--- config.mk ---
export PLATFORM = sky130hd
export DESIGN_NAME = htd_front
export DESIGN_NICKNAME = d
export VERILOG_FILES = /design/src/sv/huffman_tree_decoder_unit_defines.svh /design/src/sv/htd_pkg.sv /design/src/sv/htd_front.sv
export SDC_FILE = /design/constraint.sdc
export NUM_CORES = 1
export LEC_CHECK = 0
export ABC_AREA = 1
export BUFFER_PORTS_ARGS = -buffer_cell sky130_fd_sc_hd__buf_2
export CAP_MARGIN = 20
export CORE_MARGIN = 3
export CORE_UTILIZATION = 40
export DETAILED_ROUTE_END_ITERATION = 10
export GPL_TIMING_DRIVEN = 0
export MAX_ROUTING_LAYER = met4
export PLACE_DENSITY = 0.78
export SLEW_MARGIN = 20
export SYNTH_ARGS = -nofsm -noshare
export SYNTH_HDL_FRONTEND = slang
export SYNTH_SLANG_ARGS = --single-unit
--- constraint.sdc ---
create_clock -name vclk -period 3.5
set_input_delay 0.175 -clock vclk [all_inputs]
set_output_delay 0.175 -clock vclk [all_outputs]
set_load 0.1 [all_outputs]
--- src/sv/huffman_tree_decoder_unit_defines.svh ---
// Assertion macros used by the Huffman tree decoder top level.
`ifndef HUFFMAN_TREE_DECODER_UNIT_DEFINES_SVH
`define HUFFMAN_TREE_DECODER_UNIT_DEFINES_SVH

// Same-cycle implication, checked on aclk outside reset.
`define HTD_ASSERT_NOW(lbl, ante, cons, msg) \
    lbl: assert property (@(posedge aclk) disable iff (!aresetn) (ante) |-> (cons)) \
        else $error(msg);

// Next-cycle implication, checked on aclk outside reset.
`define HTD_ASSERT_NEXT(lbl, ante, cons, msg) \
    lbl: assert property (@(posedge aclk) disable iff (!aresetn) (ante) |=> (cons)) \
        else $error(msg);

`endif

--- src/sv/htd_pkg.sv ---
// Shared types and constants of the Huffman tree decoder.
`timescale 1ns / 1ps

package htd_pkg;

    localparam int MAX_CODE_LEN = 16;
    localparam int NODE_SLOTS   = 512;

    localparam int OP_W     = 2;
    localparam int LETTER_W = 8;
    localparam int LEN_W    = 5;
    localparam int BITS_W   = 16;

    localparam int IDX_W = $clog2(NODE_SLOTS);
    localparam int CNT_W = $clog2(NODE_SLOTS + 1);
    localparam int REM_W = $clog2(MAX_CODE_LEN + 1);

    // Slave tdata layout
    localparam int LETTER_LO = 0;
    localparam int LEN_LO    = LETTER_LO + LETTER_W;
    localparam int BITS_LO   = LEN_LO + LEN_W;
    localparam int CBIT_POS  = BITS_LO + BITS_W;
    localparam int S_DATA_W  = ((CBIT_POS + 1 + 7) / 8) * 8;
    localparam int S_USER_W  = OP_W;
    localparam int M_DATA_W  = LETTER_W;
    localparam int M_USER_W  = 2;

    localparam int QUEUE_DEPTH = 2;
    localparam int QPTR_W      = $clog2(QUEUE_DEPTH);
    localparam int QCNT_W      = $clog2(QUEUE_DEPTH + 1);

    localparam logic [OP_W-1:0] OP_CLEAR  = 2'd0;
    localparam logic [OP_W-1:0] OP_ADD    = 2'd1;
    localparam logic [OP_W-1:0] OP_DECODE = 2'd2;

    typedef logic [1:0] kind_t;
    localparam kind_t KIND_CLEAR  = 2'd0;
    localparam kind_t KIND_ADD    = 2'd1;
    localparam kind_t KIND_DECODE = 2'd2;
    localparam kind_t KIND_HOME   = 2'd3;

    typedef struct packed {
        kind_t                   kind;
        logic [LETTER_W-1:0]     letter;
        logic [REM_W-1:0]        rem;
        logic [MAX_CODE_LEN-1:0] bits;
        logic                    coded_bit;
    } cmd_t;

    typedef struct packed {
        logic [IDX_W-1:0]    left;
        logic [IDX_W-1:0]    right;
        logic                leaf;
        logic [LETTER_W-1:0] letter;
    } node_t;

    typedef struct packed {
        logic full;
        logic empty;
    } qstat_t;

endpackage

--- src/sv/htd_front.sv ---
// Input side: takes transfers, classifies opcodes and aligns codewords.
`timescale 1ns / 1ps

module htd_front import htd_pkg::*; (
    input  logic                s_tvalid,
    output logic                s_tready,
    input  logic [S_DATA_W-1:0] s_tdata,  // letter, code_length, code_bits, coded_bit
    input  logic [S_USER_W-1:0] s_tuser,  // opcode
    input  qstat_t              q_stat,
    output logic                q_push,
    output cmd_t                q_cmd
);

    localparam int EXT_W = (MAX_CODE_LEN > BITS_W) ? MAX_CODE_LEN : BITS_W;

    logic [LETTER_W-1:0] letter;
    logic [LEN_W-1:0]    code_len;
    logic [BITS_W-1:0]   code_bits;
    logic                len_ok;
    logic                keep;
    logic [REM_W-1:0]    shift_amt;
    logic [EXT_W-1:0]    code_ext;

    assign letter    = s_tdata[LEN_LO-1:LETTER_LO];
    assign code_len  = s_tdata[BITS_LO-1:LEN_LO];
    assign code_bits = s_tdata[CBIT_POS-1:BITS_LO];

    assign len_ok    = (code_len != '0) && (32'(code_len) <= 32'(MAX_CODE_LEN));
    assign shift_amt = REM_W'(MAX_CODE_LEN) - REM_W'(code_len);
    // Move the first tree bit to the top of the field
    assign code_ext  = EXT_W'(code_bits) << shift_amt;

    always_comb begin
        keep            = 1'b1;
        q_cmd.kind      = KIND_HOME;
        q_cmd.letter    = letter;
        q_cmd.rem       = REM_W'(code_len) - REM_W'(1);
        q_cmd.bits      = code_ext[MAX_CODE_LEN-1:0];
        q_cmd.coded_bit = s_tdata[CBIT_POS];
        case (s_tuser)
            OP_CLEAR:  q_cmd.kind = KIND_CLEAR;
            OP_ADD:    q_cmd.kind = len_ok ? KIND_ADD : KIND_HOME;
            OP_DECODE: q_cmd.kind = KIND_DECODE;
            default:   keep = 1'b0;
        endcase
    end

    assign s_tready = !q_stat.full;
    assign q_push   = s_tvalid && s_tready && keep;

endmodule

==> flow_metrics.py <==
metrics = {
    "synth": {
        "syn-mean-instance-area_um2": 5.20,
        "synth.net_count": 227,
        "netlist_area_um2": 982,
        "synth_warnings": 0,
        "netlist_instances": 189,
        "synth_cell_type_count": 24,
        "synth_sequential_area_ratio_pct": 0,
    },
    "floorplanning": {
        "boundaryPins": 71,
        "floorplan.die.width_um": 55.6,
        "die_height_um": 55.6,
        "die-area_um2": 3090,
        "core_region_area_um2": 2280,
        "initial_utilization_pct": 43.2,
        "standard_cell_row_count": 17,
    },
    "drt": {
        "avgViaCountPerCell": 4.92,
        "drt_iter0_markers": 33,
        "detail-route-antenna-nets": 0,
        "drc": 0,
        "num_vias": 1353,
        "initial_drt_pass_iterations": 4,
        "wire_per_inst_um": 10.3,
        "routed_wl_um": 2820,
    },
    "final_layout": {
        "multi_input_comb_area_um2": 771,
        "design_area_um2": 1310,
        "total_of_clock_buffers_placed_in_the_layout": 0,
        "synthToLayoutAreaGrowth_pct": 33.6,
        "final_common_cell": "sky130_fd_sc_hd__nand2_1",
        "layout.cells.most_common_list": "83 x sky130_fd_sc_hd__nand2_1, 61 x sky130_fd_sc_hd__buf_2, 36 x sky130_fd_sc_hd__nand3_1",
        "numSequentialCells": 0,
        "ff_latch_area_um2": 0,
        "layout.filler_cells": 265,
        "num-nets-final": 287,
        "diodes": 0,
        "layout-drive-gt1-share_pct": 40.1,
    },
    "setup_path": {
        "endpoint_kind": "output pin",
        "critPathRequiredTime_ns": 3.32,
        "crit_fanout": 11,
        "timing.critical_path.arrival_ns": 2.00,
        "startpoint_types": "input port",
        "critPathKind": "in2out",
    },
    "cts": {
        "cts.repair.resized": 0,
        "post_cts.repair.setup_buffers": 0,
        "holdBufCountCts": 0,
    },
    "global_route": {
        "grt_start_max_net_pins": 12,
        "grt_pass1_vias": 1203,
        "grt_antenna_before_repair": 0,
        "grt.total_usage_pct": 17.8,
        "grt_pass1_wl_um": 4730,
        "grt.overflow.total": 0,
    },
    "timing": {
        "totalNegativeSetupSlack_ns": 0,
        "post-route-period-util_pct": 62.1,
        "fin_crit_ns": 2.17,
        "report.final.setup_viol": 0,
        "report.final.slew_viol_count": 0,
        "rsz0062_at_grt": "false",
        "worst_slew_pin_slew_ns": 0.487,
        "number_of_hold_violations_in_the_final_report": 0,
        "timing.slew.headroom_pct": 67.8,
        "max_clock_freq_mhz": 460,
    },
    "power_and_ir_drop": {
        "ir_worst_vdd_uv": 164,
        "leakage_nw": 0.798,
        "p_per_area_nw_per_um2": 306,
    },
    "placed_design": {
        "post_dp_cell_area_um2": 1310,
        "dp_hpwl_um": 2420,
        "port_buffers": 58,
        "place.gp.congestion": 0.899,
    },
    "hold_path": {
        "timing.hold.worst_path_depth": 2,
        "hp-class": "in2out",
        "timing.hold.worst_endpoint": "q_cmd[27]",
        "min_from": "s_tdata[5]",
    },
    "run": {
        "drv.max_cap_violation_count": 0,
    },
    "run_status": {
        "status": "finished, final reports clean",
    },
}
-- worst max-delay path, stage by stage --
cell,delay (ns)
sky130_fd_sc_hd__buf_6,0.12
sky130_fd_sc_hd__inv_8,0.05
sky130_fd_sc_hd__buf_8,0.14
sky130_fd_sc_hd__ha_1,0.29
sky130_fd_sc_hd__buf_4,0.16
sky130_fd_sc_hd__buf_2,0.18
sky130_fd_sc_hd__nand3_1,0.10
sky130_fd_sc_hd__nand2_1,0.08
sky130_fd_sc_hd__o21ai_1,0.16
sky130_fd_sc_hd__nand2_1,0.07
sky130_fd_sc_hd__nand2_1,0.05
sky130_fd_sc_hd__buf_2,0.41
-- area by class of cell --
type / count / share of cell area, %
multi-input combinational: 158 / 58.7
tap: 28 / 2.67
buffer: 19 / 11.7
timing repair buffer: 58 / 22.1
inverter: 12 / 4.77
-- cell families (layout without fill, tap and decap cells) --
group / count (synthesis) / count (layout) / synth area share [%]
AOI/OAI and AO/OA: 11 / 11 / 6.24
buffers and inverters: 31 / 89 / 22.0
and+or+nand+nor: 146 / 146 / 70.4
adders and majority gates: 1 / 1 / 1.27
-- through the flow --
stage	power [W]	hold slack, ns	std cells	utilization (%)	worst slack (ns)
after floorplan	0.000337	0.562	189	-	0.0748
after global placement	0.000401	0.734	275	57.7	1.34
after detailed placement	0.000403	0.735	275	57.7	1.34
after CTS	0.000403	0.734	275	57.7	1.33
after global routing	0.000428	0.737	275	57.7	1.19
final	0.000402	0.733	275	57.7	1.33
-- layer usage --
layer  global-route usage [%]  vias up  wire length, µm
li1                         -      718                -
met1                     20.7      591             1180
met2                     34.8       44             1450
met3                     1.17        0              190
met5                        -        -                0
met4                    0.694        0                0
-- synthesized netlist by cell type --
master,count,share of area (%)
sky130_fd_sc_hd__nor3_1,2,1.0
sky130_fd_sc_hd__nand3_1,36,18
sky130_fd_sc_hd__buf_2,3,1.5
sky130_fd_sc_hd__inv_8,2,2.3
sky130_fd_sc_hd__clkbuf_1,1,0.38
sky130_fd_sc_hd__nand4_1,2,1.3
sky130_fd_sc_hd__ha_1,1,1.3
sky130_fd_sc_hd__nand2_1,83,32
sky130_fd_sc_hd__nand3_2,6,6.1
sky130_fd_sc_hd__inv_1,7,2.7
sky130_fd_sc_hd__nand2_8,1,2.0
sky130_fd_sc_hd__buf_4,10,7.6
sky130_fd_sc_hd__o21bai_1,1,0.76
sky130_fd_sc_hd__nand2_2,6,3.8
sky130_fd_sc_hd__nor2_1,7,2.7
sky130_fd_sc_hd__a21oi_2,1,0.89
sky130_fd_sc_hd__nand2_4,2,2.3
sky130_fd_sc_hd__o21ai_1,3,1.5
sky130_fd_sc_hd__inv_4,1,0.64
sky130_fd_sc_hd__inv_2,2,0.76
sky130_fd_sc_hd__a21oi_1,6,3.1
sky130_fd_sc_hd__nor2_4,1,1.1
sky130_fd_sc_hd__buf_8,1,1.5
sky130_fd_sc_hd__buf_6,4,4.6
-- power breakdown --
| part | switching, W | internal (W) | total [W] |
|---|---|---|---|
| Combinational | 0.000314 | 0.0000877 | 0.000402 |
| Clock | 0 | 0 | 0 |
| Sequential | 0 | 0 | 0 |
-- worst max-delay path by stage --
| stage | start | end | slack, ns |
|---|---|---|---|
| 6_report | s_tdata[8] | q_cmd[13] | 1.33 |
| 5_1_grt | s_tdata[8] | q_cmd[13] | 1.19 |
| 4_1_cts | s_tdata[8] | q_cmd[13] | 1.33 |
| 3_5_place_dp | s_tdata[8] | q_cmd[13] | 1.34 |
| 3_3_place_gp | s_tdata[8] | q_cmd[13] | 1.34 |
| 2_1_floorplan | s_tdata[8] | q_cmd[4] | 0.07 |
Note: power is estimated with default switching activity, not from simulation.
