$ cat config.mk
export PLATFORM = sky130hd
export DESIGN_NAME = htd_queue
export DESIGN_NICKNAME = d
export VERILOG_FILES = /design/src/sv/huffman_tree_decoder_unit_defines.svh /design/src/sv/htd_pkg.sv /design/src/sv/htd_queue.sv
export SDC_FILE = /design/constraint.sdc
export NUM_CORES = 1
export LEC_CHECK = 0
export BUFFER_PORTS_ARGS = -buffer_cell sky130_fd_sc_hd__buf_4
export CORE_ASPECT_RATIO = 0.8
export CORE_MARGIN = 2
export CORE_UTILIZATION = 35
export CTS_CLUSTER_DIAMETER = 120
export DETAILED_ROUTE_END_ITERATION = 8
export PLACE_DENSITY = 0.57
export SLEW_MARGIN = 5
export SYNTH_ARGS = -nofsm -noshare
export SYNTH_HDL_FRONTEND = slang
export SYNTH_SLANG_ARGS = --single-unit
$ cat constraint.sdc
create_clock -name aclk -period 2.71 [get_ports aclk]
set_clock_uncertainty 0.15 [all_clocks]
set_input_delay 0.271 -clock aclk [delete_from_list [all_inputs] [get_ports aclk]]
set_output_delay 0.271 -clock aclk [all_outputs]
set_load 0.01 [all_outputs]
$ cat src/sv/huffman_tree_decoder_unit_defines.svh
// Assertion macros used by the Huffman tree decoder top level.
`ifndef HUFFMAN_TREE_DECODER_UNIT_DEFINES_SVH
`define HUFFMAN_TREE_DECODER_UNIT_DEFINES_SVH

// Same-cycle implication, checked on aclk outside reset.
`define HTD_ASSERT_NOW(lbl, ante, cons, msg) \
    lbl: assert property (@(posedge aclk) disable iff (!aresetn) (ante) |-> (cons)) \
        else $error(msg);

// Next-cycle implication, checked on aclk outside reset.
`define HTD_ASSERT_NEXT(lbl, ante, cons, msg) \
    lbl: assert property (@(posedge aclk) disable iff (!aresetn) (ante) |=> (cons)) \
        else $error(msg);

`endif

$ cat src/sv/htd_pkg.sv
// Shared types and constants of the Huffman tree decoder.
`timescale 1ns / 1ps

package htd_pkg;

    localparam int MAX_CODE_LEN = 16;
    localparam int NODE_SLOTS   = 512;

    localparam int OP_W     = 2;
    localparam int LETTER_W = 8;
    localparam int LEN_W    = 5;
    localparam int BITS_W   = 16;

    localparam int IDX_W = $clog2(NODE_SLOTS);
    localparam int CNT_W = $clog2(NODE_SLOTS + 1);
    localparam int REM_W = $clog2(MAX_CODE_LEN + 1);

    // Slave tdata layout
    localparam int LETTER_LO = 0;
    localparam int LEN_LO    = LETTER_LO + LETTER_W;
    localparam int BITS_LO   = LEN_LO + LEN_W;
    localparam int CBIT_POS  = BITS_LO + BITS_W;
    localparam int S_DATA_W  = ((CBIT_POS + 1 + 7) / 8) * 8;
    localparam int S_USER_W  = OP_W;
    localparam int M_DATA_W  = LETTER_W;
    localparam int M_USER_W  = 2;

    localparam int QUEUE_DEPTH = 2;
    localparam int QPTR_W      = $clog2(QUEUE_DEPTH);
    localparam int QCNT_W      = $clog2(QUEUE_DEPTH + 1);

    localparam logic [OP_W-1:0] OP_CLEAR  = 2'd0;
    localparam logic [OP_W-1:0] OP_ADD    = 2'd1;
    localparam logic [OP_W-1:0] OP_DECODE = 2'd2;

    typedef logic [1:0] kind_t;
    localparam kind_t KIND_CLEAR  = 2'd0;
    localparam kind_t KIND_ADD    = 2'd1;
    localparam kind_t KIND_DECODE = 2'd2;
    localparam kind_t KIND_HOME   = 2'd3;

    typedef struct packed {
        kind_t                   kind;
        logic [LETTER_W-1:0]     letter;
        logic [REM_W-1:0]        rem;
        logic [MAX_CODE_LEN-1:0] bits;
        logic                    coded_bit;
    } cmd_t;

    typedef struct packed {
        logic [IDX_W-1:0]    left;
        logic [IDX_W-1:0]    right;
        logic                leaf;
        logic [LETTER_W-1:0] letter;
    } node_t;

    typedef struct packed {
        logic full;
        logic empty;
    } qstat_t;

endpackage

$ cat src/sv/htd_queue.sv
// Short command queue between the front and back sides.
`timescale 1ns / 1ps

module htd_queue import htd_pkg::*; (
    input  logic   aclk,
    input  logic   aresetn,
    input  logic   q_push,
    input  cmd_t   q_cmd,
    input  logic   q_pop,
    output cmd_t   q_head,
    output qstat_t q_stat
);

    cmd_t              entry_reg [QUEUE_DEPTH];
    logic [QPTR_W-1:0] wr_ptr_reg, wr_ptr_next;
    logic [QPTR_W-1:0] rd_ptr_reg, rd_ptr_next;
    logic [QCNT_W-1:0] count_reg, count_next;
    logic              do_push, do_pop;

    function automatic logic [QPTR_W-1:0] ptr_inc(input logic [QPTR_W-1:0] p);
        ptr_inc = (p == QPTR_W'(QUEUE_DEPTH - 1)) ? '0 : p + QPTR_W'(1);
    endfunction

    assign q_stat.full  = (count_reg == QCNT_W'(QUEUE_DEPTH));
    assign q_stat.empty = (count_reg == '0);
    assign q_head       = entry_reg[rd_ptr_reg];

    assign do_push = q_push && !q_stat.full;
    assign do_pop  = q_pop && !q_stat.empty;

    always_comb begin
        wr_ptr_next = do_push ? ptr_inc(wr_ptr_reg) : wr_ptr_reg;
        rd_ptr_next = do_pop ? ptr_inc(rd_ptr_reg) : rd_ptr_reg;
        count_next  = count_reg;
        if (do_push && !do_pop) begin
            count_next = count_reg + QCNT_W'(1);
        end else if (do_pop && !do_push) begin
            count_next = count_reg - QCNT_W'(1);
        end
    end

    always_ff @(posedge aclk) begin
        if (!aresetn) begin
            wr_ptr_reg <= '0;
            rd_ptr_reg <= '0;
            count_reg  <= '0;
        end else begin
            wr_ptr_reg <= wr_ptr_next;
            rd_ptr_reg <= rd_ptr_next;
            count_reg  <= count_next;
        end
    end

    always_ff @(posedge aclk) begin
        if (do_push) begin
            entry_reg[wr_ptr_reg] <= q_cmd;
        end
    end

endmodule

==> impl_metrics.toml, run 1 <==
[run_status]
status = "finished, final reports clean"

[pwr]
ir_drop_mv = 0.5074
p_sw_w = 0.0007957
combPwrFrac_pct = 30.3
p_leak_nw = 1.391
clock_power_share_pct = 24.1
seq_power_share_pct = 45.6
power.density_nw_per_um2 = 829.5
swShare_pct = 26.12
p_int_w = 0.002250

[layout]
layout.cells.non_filler = 328
largest_reg_flops = 64
final_area_sq_um = 3672
final_nets = 274
insertedDiodeCount = 0
area_growth_pct = 44.80
drive_above_1_share_pct = 46.47

[placed_design]
dp.cells = 281
port_buffers = 69
gp_congestion = 0.7035
placed_area_sq_um = 3179
place_hpwl_um = 3074

[grt]
grt_pass1_vias = 1489
grt_max_degree = 34
antenna_found_initial = 0
grt_pass1_wl_um = 7113
met1_usage_pct = 13.44
busiest_layer = "met2"
overflow = 0
grt_usage_pct = 12.17
use_met3_pct = 5.744
met2_usage_pct = 21.01

[cts]
htreeDepth = 3
ctsResizeCount = 0
path_clk_slew_ps = 60
worstSkewPairLatency_ps = 330
cts_sinks = 69
cts_buffer_depth = 2
numCtsBuffers = 9
cts_root_buf = "clkbuf_8"
tritoncts = "built"

[yosys]
synth-seq-area-share_pct = 79.72
synth.distinct_cells = 21
synthTopCellsByArea = "edfxtp_1, mux2_2, dfxtp_1"
yosys-top-cells-count = "edfxtp_1, mux2_2, dfxtp_1, mux2_1, buf_2"
yosys_warnings = 0
synthArstFlopShare_pct = 0
synth_top_area_share_pct = 75.78
synth_flop_cell = "edfxtp_1"
syn_avg_cell_area_sq_um = 20.29
synth_area_sq_um = 2536
postSynthCellCount = 125
synth.largest_area_cell = "edfxtp_1"
synth_seq_cells = 69
synth_most_common_cell = "edfxtp_1"
synth_edf_count = 64
synth_nets = 162

[worst_setup_path]
startpoint_type = "flip-flop"
r2r-start = "count_reg[0]$_SDFFE_PN0P_"
end_kind = "primary output"
regToRegSetupSlack_ps = 880
cp.arrival_ps = 1450
worstSetupPathType = "flip-flop to primary output"
cp_data_required_time_ps = 2290
cp_max_fo = 17

[route]
drtIter0Drc = 23
antenna_left = 0
drt_first_pass_iters = 4
drc = 0
routed_wl_um = 4622
vias_per_cell = 4.451
vias = 1460
wl_per_cell_um = 14.09

[floorplanning]
die_area_sq_um = 7947
die_h_um = 80.14
rows = 27
placeableCoreArea_sq_um = 6959
chipWidth_um = 99.17
initial_core_util_pct = 36.44
io_pins = 70

[timing]
finalMaxSlewViolations = 0
holdWs_ps = 29.32
fmax_mhz = 534.6
tightest_slew_ps = 449.8
slew_headroom_pct = 70.01
fin_crit_ps = 1870
rsz0062_at_grt = "false"
fin_tns_setup_ps = 0
hold_viol = 0
final-setup-viol-count = 0
period_share_pct = 69.02

[hold_path]
hold_class = "input pin to flip-flop"
min_from = "aresetn"

[flow_run]
drv_cap = 0
## cells by family (layout without fill, tap and decap cells)
logic type	Yosys count	count (layout)	share of synthesized area, %
xor gates and xnor gates	3	3	1.036
and+or+nand+nor	9	9	2.171
adders and majority gates	1	1	0.4933
DFF	69	69	79.72
AOI/OAI and AO/OA	5	5	1.283
muxes	32	32	14.21
buffers and inverters	6	122	1.085
## power by group through the flow
stage,Sequential (W),Clock [W],Combinational [W]
floorplan,0.00140,0,0.000494
global placement,0.00140,0,0.000871
detailed placement,0.00141,0,0.000895
CTS,0.00139,0.000761,0.000935
global route,0.00140,0.000811,0.000996
finish,0.00139,0.000734,0.000922
## per-stage QoR
stage | setup WS, ps | total power (W) | utilization, %
CTS | 815.6 | 0.003088 | 52.77
detailed placement | 874.8 | 0.002308 | 45.68
global route | 750.2 | 0.003211 | 52.77
finish | 839.6 | 0.003046 | 52.77
floorplan | 248.6 | 0.001895 | -
global placement | 1062 | 0.002275 | 45.68
## metal layers
| metal | vias to the layer above | wire, um | share of wire (%) |
|---|---|---|---|
| li1 | 703 | - | - |
| met1 | 699 | 1915 | 41 |
| met2 | 53 | 2354 | 51 |
| met3 | 5 | 316 | 6.8 |
| met4 | 0 | 34 | 0.74 |
| met5 | - | 0 | 0 |
## final timing paths
| path | endpoint | cells past startpoint |
|---|---|---|
| worst max register to register | count_reg[1]$_SDFFE_PN0P_ | 6 |
| worst min register to register | rd_ptr_reg$_SDFFE_PN0P_ | 2 |
| worst max-delay path | q_head[24] | 3 |
| worst min-delay path | wr_ptr_reg$_SDFFE_PN0P_ | 2 |
## layout by cell type (no fill, tap or decap), types with 2 or more instances in the layout
cell type	instances
and2_1	3
buf_4	73
clkbuf_1	3
clkbuf_8	9
clkinv_1	2
dfxtp_1	5
dlygate4sd3_1	32
edfxtp_1	64
mux2_1	5
mux2_2	27
nor2_1	2
xnor2_1	2
## timing repair
item | 4_1_cts | 5_1_grt
hold buffers | 32 | 0
endpoints found under the hold margin | 64 | 0
setup buffers | 0 | 0
## worst max-delay path: stages (launching register included)
cell	delay [ps]
dfxtp_1	330
buf_4	250
mux2_1	390
buf_4	160
## area by class of cell
type                            instances  area [sq um]
Multi-Input combinational cell         50         493.0
Clock inverter                          3         37.54
Fill cell                             589          3287
Timing Repair Buffer                  105         868.3
Clock buffer                           12         135.1
Tap cell                               87         108.9
Inverter                                2         7.507
Sequential cell                        69          2022
Power figures use the tool's default switching activity.
==> run 2: changes to the inputs <==
--- a/config.mk
+++ b/config.mk
@@ -11,7 +11,7 @@
 export CORE_UTILIZATION = 35
 export CTS_CLUSTER_DIAMETER = 120
 export DETAILED_ROUTE_END_ITERATION = 8
-export PLACE_DENSITY = 0.57
+export PLACE_DENSITY = 0.59
 export SLEW_MARGIN = 5
 export SYNTH_ARGS = -nofsm -noshare
 export SYNTH_HDL_FRONTEND = slang
==> constraint.sdc (replaced) <==
create_clock -name aclk -period 1.5 [get_ports aclk]
set_clock_uncertainty 0.15 [all_clocks]
set_input_delay 0.15 -clock aclk [delete_from_list [all_inputs] [get_ports aclk]]
set_output_delay 0.15 -clock aclk [all_outputs]
set_load 0.01 [all_outputs]
==> run 2 against run 1 <==
Effect of this change:
- global-route usage up 1.4 points
- sequential cell count unchanged
- sequential share of layout area down 5.8 points
- first-iteration DRC count up 52%
- worst setup slack worse by 1000 ps
- register-to-register slack worse by 990 ps
- clock power up 140%
- cell count up 4.9%
- total power up 120%
- the flow now finishes with violations (setup timing)
==> impl_metrics.toml, run 2 (synthesis results as in run 1) <==
[pwr]
seq_power_share_pct = 38.3
swShare_pct = 25.79
p_sw_w = 0.001719
ir_drop_mv = 1.095
power.density_nw_per_um2 = 1615
combPwrFrac_pct = 35.4
p_leak_nw = 1.594
clock_power_share_pct = 26.2
p_int_w = 0.004947

[layout]
drive_above_1_share_pct = 56.42
utilization_pct = 59.30
largest_reg_flops = 64
final_nets = 290
final_area_sq_um = 4126
fillers = 532
insertedDiodeCount = 0
area_growth_pct = 62.70
layout_commonest_cell = "buf_4"
most-common-layout-cells = "buf_4, edfxtp_1, dlygate4sd3_1"

[grt]
grt_pass1_wl_um = 7921
overflow = 0
grt_max_degree = 22
antenna_found_initial = 0
grt_usage_pct = 13.53
grt_pass1_vias = 1695

[route]
drc = 0
routed_wl_um = 5400
wl_per_cell_um = 15.70
drtIter0Drc = 35
drt_first_pass_iters = 4
vias = 1534
antenna_left = 0
vias_per_cell = 4.459

[cts]
tritoncts = "built"
cts_sinks = 69
cts_buffer_depth = 2
cts_root_buf = "clkbuf_8"
path_clk_slew_ps = 70
htreeDepth = 3
worstSkewPairLatency_ps = 330
numCtsBuffers = 9

[worst_setup_path]
path_cells = "buf_12, mux2_2, buf_4"
critPathSlowestCell = "dfxtp_4"
cp_max_fo = 20
cp.arrival_ps = 1390
worstSetupPathType = "flip-flop to primary output"
startpoint_type = "flip-flop"
regToRegSetupSlack_ps = -110
end_kind = "primary output"
max_stage_delay_ps = 370
cp_data_required_time_ps = 1200

[timing]
final-setup-viol-count = 66
hold_viol = 0
period_share_pct = 112.4
fin_crit_ps = 1686
rsz0062_at_grt = "true"
tightest_slew_ps = 184.0
fin_tns_setup_ps = -7652
finalMaxSlewViolations = 0
worst_slack_ps = -186.0
slew_headroom_pct = 87.72
fmax_mhz = 593.1

[floorplanning]
die_area_sq_um = 7947
io_pins = 70
placeableCoreArea_sq_um = 6959
chipWidth_um = 99.17
rows = 27
die_h_um = 80.14
initial_core_util_pct = 36.44

[hold_path]
hold_class = "input pin to flip-flop"

[placed_design]
dp_slack_ps = -124.7
place_hpwl_um = 3259
placed_area_sq_um = 3289
port_buffers = 69
gp_congestion = 0.7625

[run_status]
violations = "setup timing"
status = "finished with violations"

[flow_run]
drv_cap = 0
## run 2: cell types whose count changed in the layout (fill, tap and decap cells not counted), sizes merged
cell	before	now
dlygate4sd3	32	33
bufinv	1	3
buf	73	85
clkinv	2	3
## run 2: final timing paths
kind	startpoint	endpoint	cells past startpoint
hold reg to reg	count_reg[1]$_SDFFE_PN0P_	count_reg[1]$_SDFFE_PN0P_	2
setup reg to reg	count_reg[0]$_SDFFE_PN0P_	entry_reg[0][29]$_DFFE_PP_	6
setup / recovery	flip-flop	q_head[6]	3
hold / removal	q_push	wr_ptr_reg$_SDFFE_PN0P_	3
## run 2: routing by layer
metal	up-vias	share of wire [%]	GRT usage (%)
met3	4	6.7	6.440
met2	59	53	24.26
met1	735	40	14.32
li1	736	-	-
met4	0	0.44	3.699
met5	-	0	0
## run 2: what timing repair did
action	4_1_cts	5_1_grt
endpoints found under the hold margin	69	0
setup buffers	3	2
setup endpoints to repair	33	66
gates resized for setup	20	16
hold buffers	33	0
pin swaps	4	7
gates cloned	0	4
## run 2: layout make-up
| class | count | area, sq um | share of cell area, % |
|---|---|---|---|
| Timing Repair Buffer | 121 | 1155 | 27.99 |
| Tap cell | 87 | 108.9 | 2.638 |
| Clock buffer | 9 | 123.9 | 3.002 |
| Inverter | 2 | 10.01 | 0.2426 |
| Clock inverter | 6 | 112.6 | 2.729 |
| Multi-Input combinational cell | 50 | 585.6 | 14.19 |
| Sequential cell | 69 | 2031 | 49.21 |
## run 2: power by group through the flow
stage / Combinational (W) / Clock [W] / Sequential, W
finish: 0.00236 / 0.00175 / 0.00256
CTS: 0.00203 / 0.00180 / 0.00254
floorplan: 0.000925 / 0 / 0.00254
global route: 0.00251 / 0.00189 / 0.00258
detailed placement: 0.00178 / 0 / 0.00257
global placement: 0.00174 / 0 / 0.00254
## run 2: metrics by stage
stage / total power (W) / hold slack [ps] / instances
3_3_place_gp: 0.004282 / 185.6 / 287
3_5_place_dp: 0.004344 / 189.1 / 287
4_1_cts: 0.006365 / 31.28 / 338
2_1_floorplan: 0.003462 / 98.87 / 125
6_report: 0.006666 / 58.02 / 344
5_1_grt: 0.006983 / 50.23 / 344
## run 2: worst max-delay path, delay by kind of cell (launching register included)
family	cells	cell delay, ps
DFF	1	370
muxes	1	360
buffers and inverters	2	320
==> run 3: changes to the inputs <==
==> constraint.sdc (replaced) <==
create_clock -name aclk -period 1.4 [get_ports aclk]
set_clock_uncertainty 0.15 [all_clocks]
set_input_delay 0.14 -clock aclk [delete_from_list [all_inputs] [get_ports aclk]]
set_output_delay 0.14 -clock aclk [all_outputs]
set_load 0.01 [all_outputs]
==> run 3 against run 2 <==
Effect of this change:
- the flow still finishes with violations (setup timing)
- first-iteration DRC count rose by 63%
- largest power group is now combinational cells
- hold slack better by 4.4 ps
- non-clock buffer count rose by 14
- wire length increased by 16%
==> impl_metrics.toml, run 3 (synthesis results as in run 1) <==
[layout]
most-common-layout-cells = "edfxtp_1, buf_6, buf_4"
drive_above_1_share_pct = 59.19
final_nets = 304
area_growth_pct = 77.36
final_area_sq_um = 4498
regArea_sq_um = 2031
fillers = 488
layout.cells.non_filler = 359
layout_commonest_cell = "edfxtp_1"
largest_reg_flops = 64
multi_input_area_sq_um = 671.9
insertedDiodeCount = 0

[placed_design]
placed_area_sq_um = 3299
dp.cells = 290
port_buffers = 69
gp_congestion = 0.7066
place_hpwl_um = 3411
dp_slack_ps = -164.5

[timing]
finalMaxSlewViolations = 0
fin_crit_ps = 1704
final-setup-viol-count = 100
worst_slack_ps = -304.4
period_share_pct = 121.7
rsz0062_at_grt = "true"
hold_viol = 0
fmax_mhz = 586.7
holdWs_ps = 62.38
slew_headroom_pct = 84.19
tightest_slew_ps = 236.4

[worst_setup_path]
end_kind = "primary output"
cp_max_fo = 5
reg2reg_to = "entry_reg[0][8]$_DFFE_PP_"
path_cells = "clkbuf_16, mux2_4, buf_6"
worstSetupPathType = "flip-flop to primary output"
rr_worst_depth = 7
critPathSlowestCell = "dfxtp_4"
startpoint_type = "flip-flop"
regToRegSetupSlack_ps = -250
r2r-start = "count_reg[0]$_SDFFE_PN0P_"
cp_data_required_time_ps = 1110
cp.arrival_ps = 1410
max_stage_delay_ps = 450

[cts]
cts_root_buf = "clkbuf_8"
path_clk_slew_ps = 70
cts_sinks = 69
htreeDepth = 3
cts_buffer_depth = 2
worstSkewPairLatency_ps = 340
tritoncts = "built"
numCtsBuffers = 9

[floorplanning]
io_pins = 70
placeableCoreArea_sq_um = 6959
initial_core_util_pct = 36.44
chipWidth_um = 99.17
die_h_um = 80.14
die_area_sq_um = 7947
rows = 27

[hold_path]
worstHoldEndpoint = "wr_ptr_reg$_SDFFE_PN0P_"
min_from = "q_push"
whs_path_depth = 3
hold_class = "input pin to flip-flop"

[flow_run]
drv_cap = 0

[pwr]
clock_power_share_pct = 21.0
ir_drop_mv = 0.8996
p_int_w = 0.005494
p_leak_nw = 1.784
swShare_pct = 27.79
power.density_nw_per_um2 = 1691
seq_power_share_pct = 36.3
combPwrFrac_pct = 42.7
total_power_w = 0.007607
p_sw_w = 0.002114

[grt]
antenna_found_initial = 0
grt_pass1_vias = 1741
grt_max_degree = 24
grt_pass1_wl_um = 9128
grt_usage_pct = 15.96
overflow = 0

[route]
vias_per_cell = 4.604
drt_first_pass_iters = 4
wl_per_cell_um = 17.40
antenna_left = 0
drc = 0
routed_wl_um = 6248
vias = 1653
drtIter0Drc = 57

[run_status]
status = "finished with violations"
violations = "setup timing"
[run 3: changes by cell type in the layout (fill, tap and decap cells not counted), sizes merged]
cell and change:
buf +13, clkinvlp +3, bufinv -2, clkinv -2, inv +2, clkbuf +1
[run 3: metal layers]
layer	vias to the layer above	global-route usage, %	wire (um)	part of all wire (%)
li1	767	-	-	-
met1	823	19.22	2752	44
met2	56	26.22	3071	49
met3	7	6.701	341	5.5
met4	0	4.932	82	1.3
met5	-	0	0	0
[run 3: worst max path at each step]
| stage | from | end |
|---|---|---|
| floorplan | count_reg[0]$_SDFFE_PN0P_ | entry_reg[0][0]$_DFFE_PP_ |
| global placement | count_reg[0]$_SDFFE_PN0P_ | entry_reg[0][12]$_DFFE_PP_ |
| detailed placement | count_reg[0]$_SDFFE_PN0P_ | count_reg[1]$_SDFFE_PN0P_ |
| CTS | flip-flop | q_head[20] |
| global route | flip-flop | q_head[24] |
| finish | flip-flop | q_head[24] |
[run 3: power by group through the flow]
stage	Clock [W]	Sequential, W	Combinational [W]
floorplan	0	0.00272	0.000991
global placement	0	0.00272	0.00191
detailed placement	0	0.00274	0.00196
CTS	0.00164	0.00274	0.00278
global route	0.00174	0.00280	0.00344
finish	0.00160	0.00276	0.00325
[run 3: stage by stage]
stage,setup TNS (ps),utilization [%]
2_1_floorplan,-22970,-
5_1_grt,-23190,64.63
4_1_cts,-15960,61.99
6_report,-17820,64.63
3_5_place_dp,-6083,47.41
3_3_place_gp,-3805,47.41
[run 3: critical path, delay by kind of cell (launching register included)]
kind                   cells  cell delay, ps
buffers and inverters      2             310
flip-flops                 1             450
multiplexers               1             310
[run 3: final cells by class]
class | instances | area share (%)
Multi-Input combinational cell | 50 | 14.94
Clock buffer | 9 | 2.754
Clock inverter | 7 | 1.641
Sequential cell | 69 | 45.15
Inverter | 2 | 0.2225
Timing Repair Buffer | 135 | 32.88
Tap cell | 87 | 2.420
[run 3: repair_timing]
item                                    in CTS  in global routing
cloned                                       6                  5
endpoints found under the hold margin       69                  0
setup buffers                               11                  5
endpoints found under the setup margin     100                101
pin swaps                                    5                  4
resized for setup                           62                 41
hold buffers                                33                  0
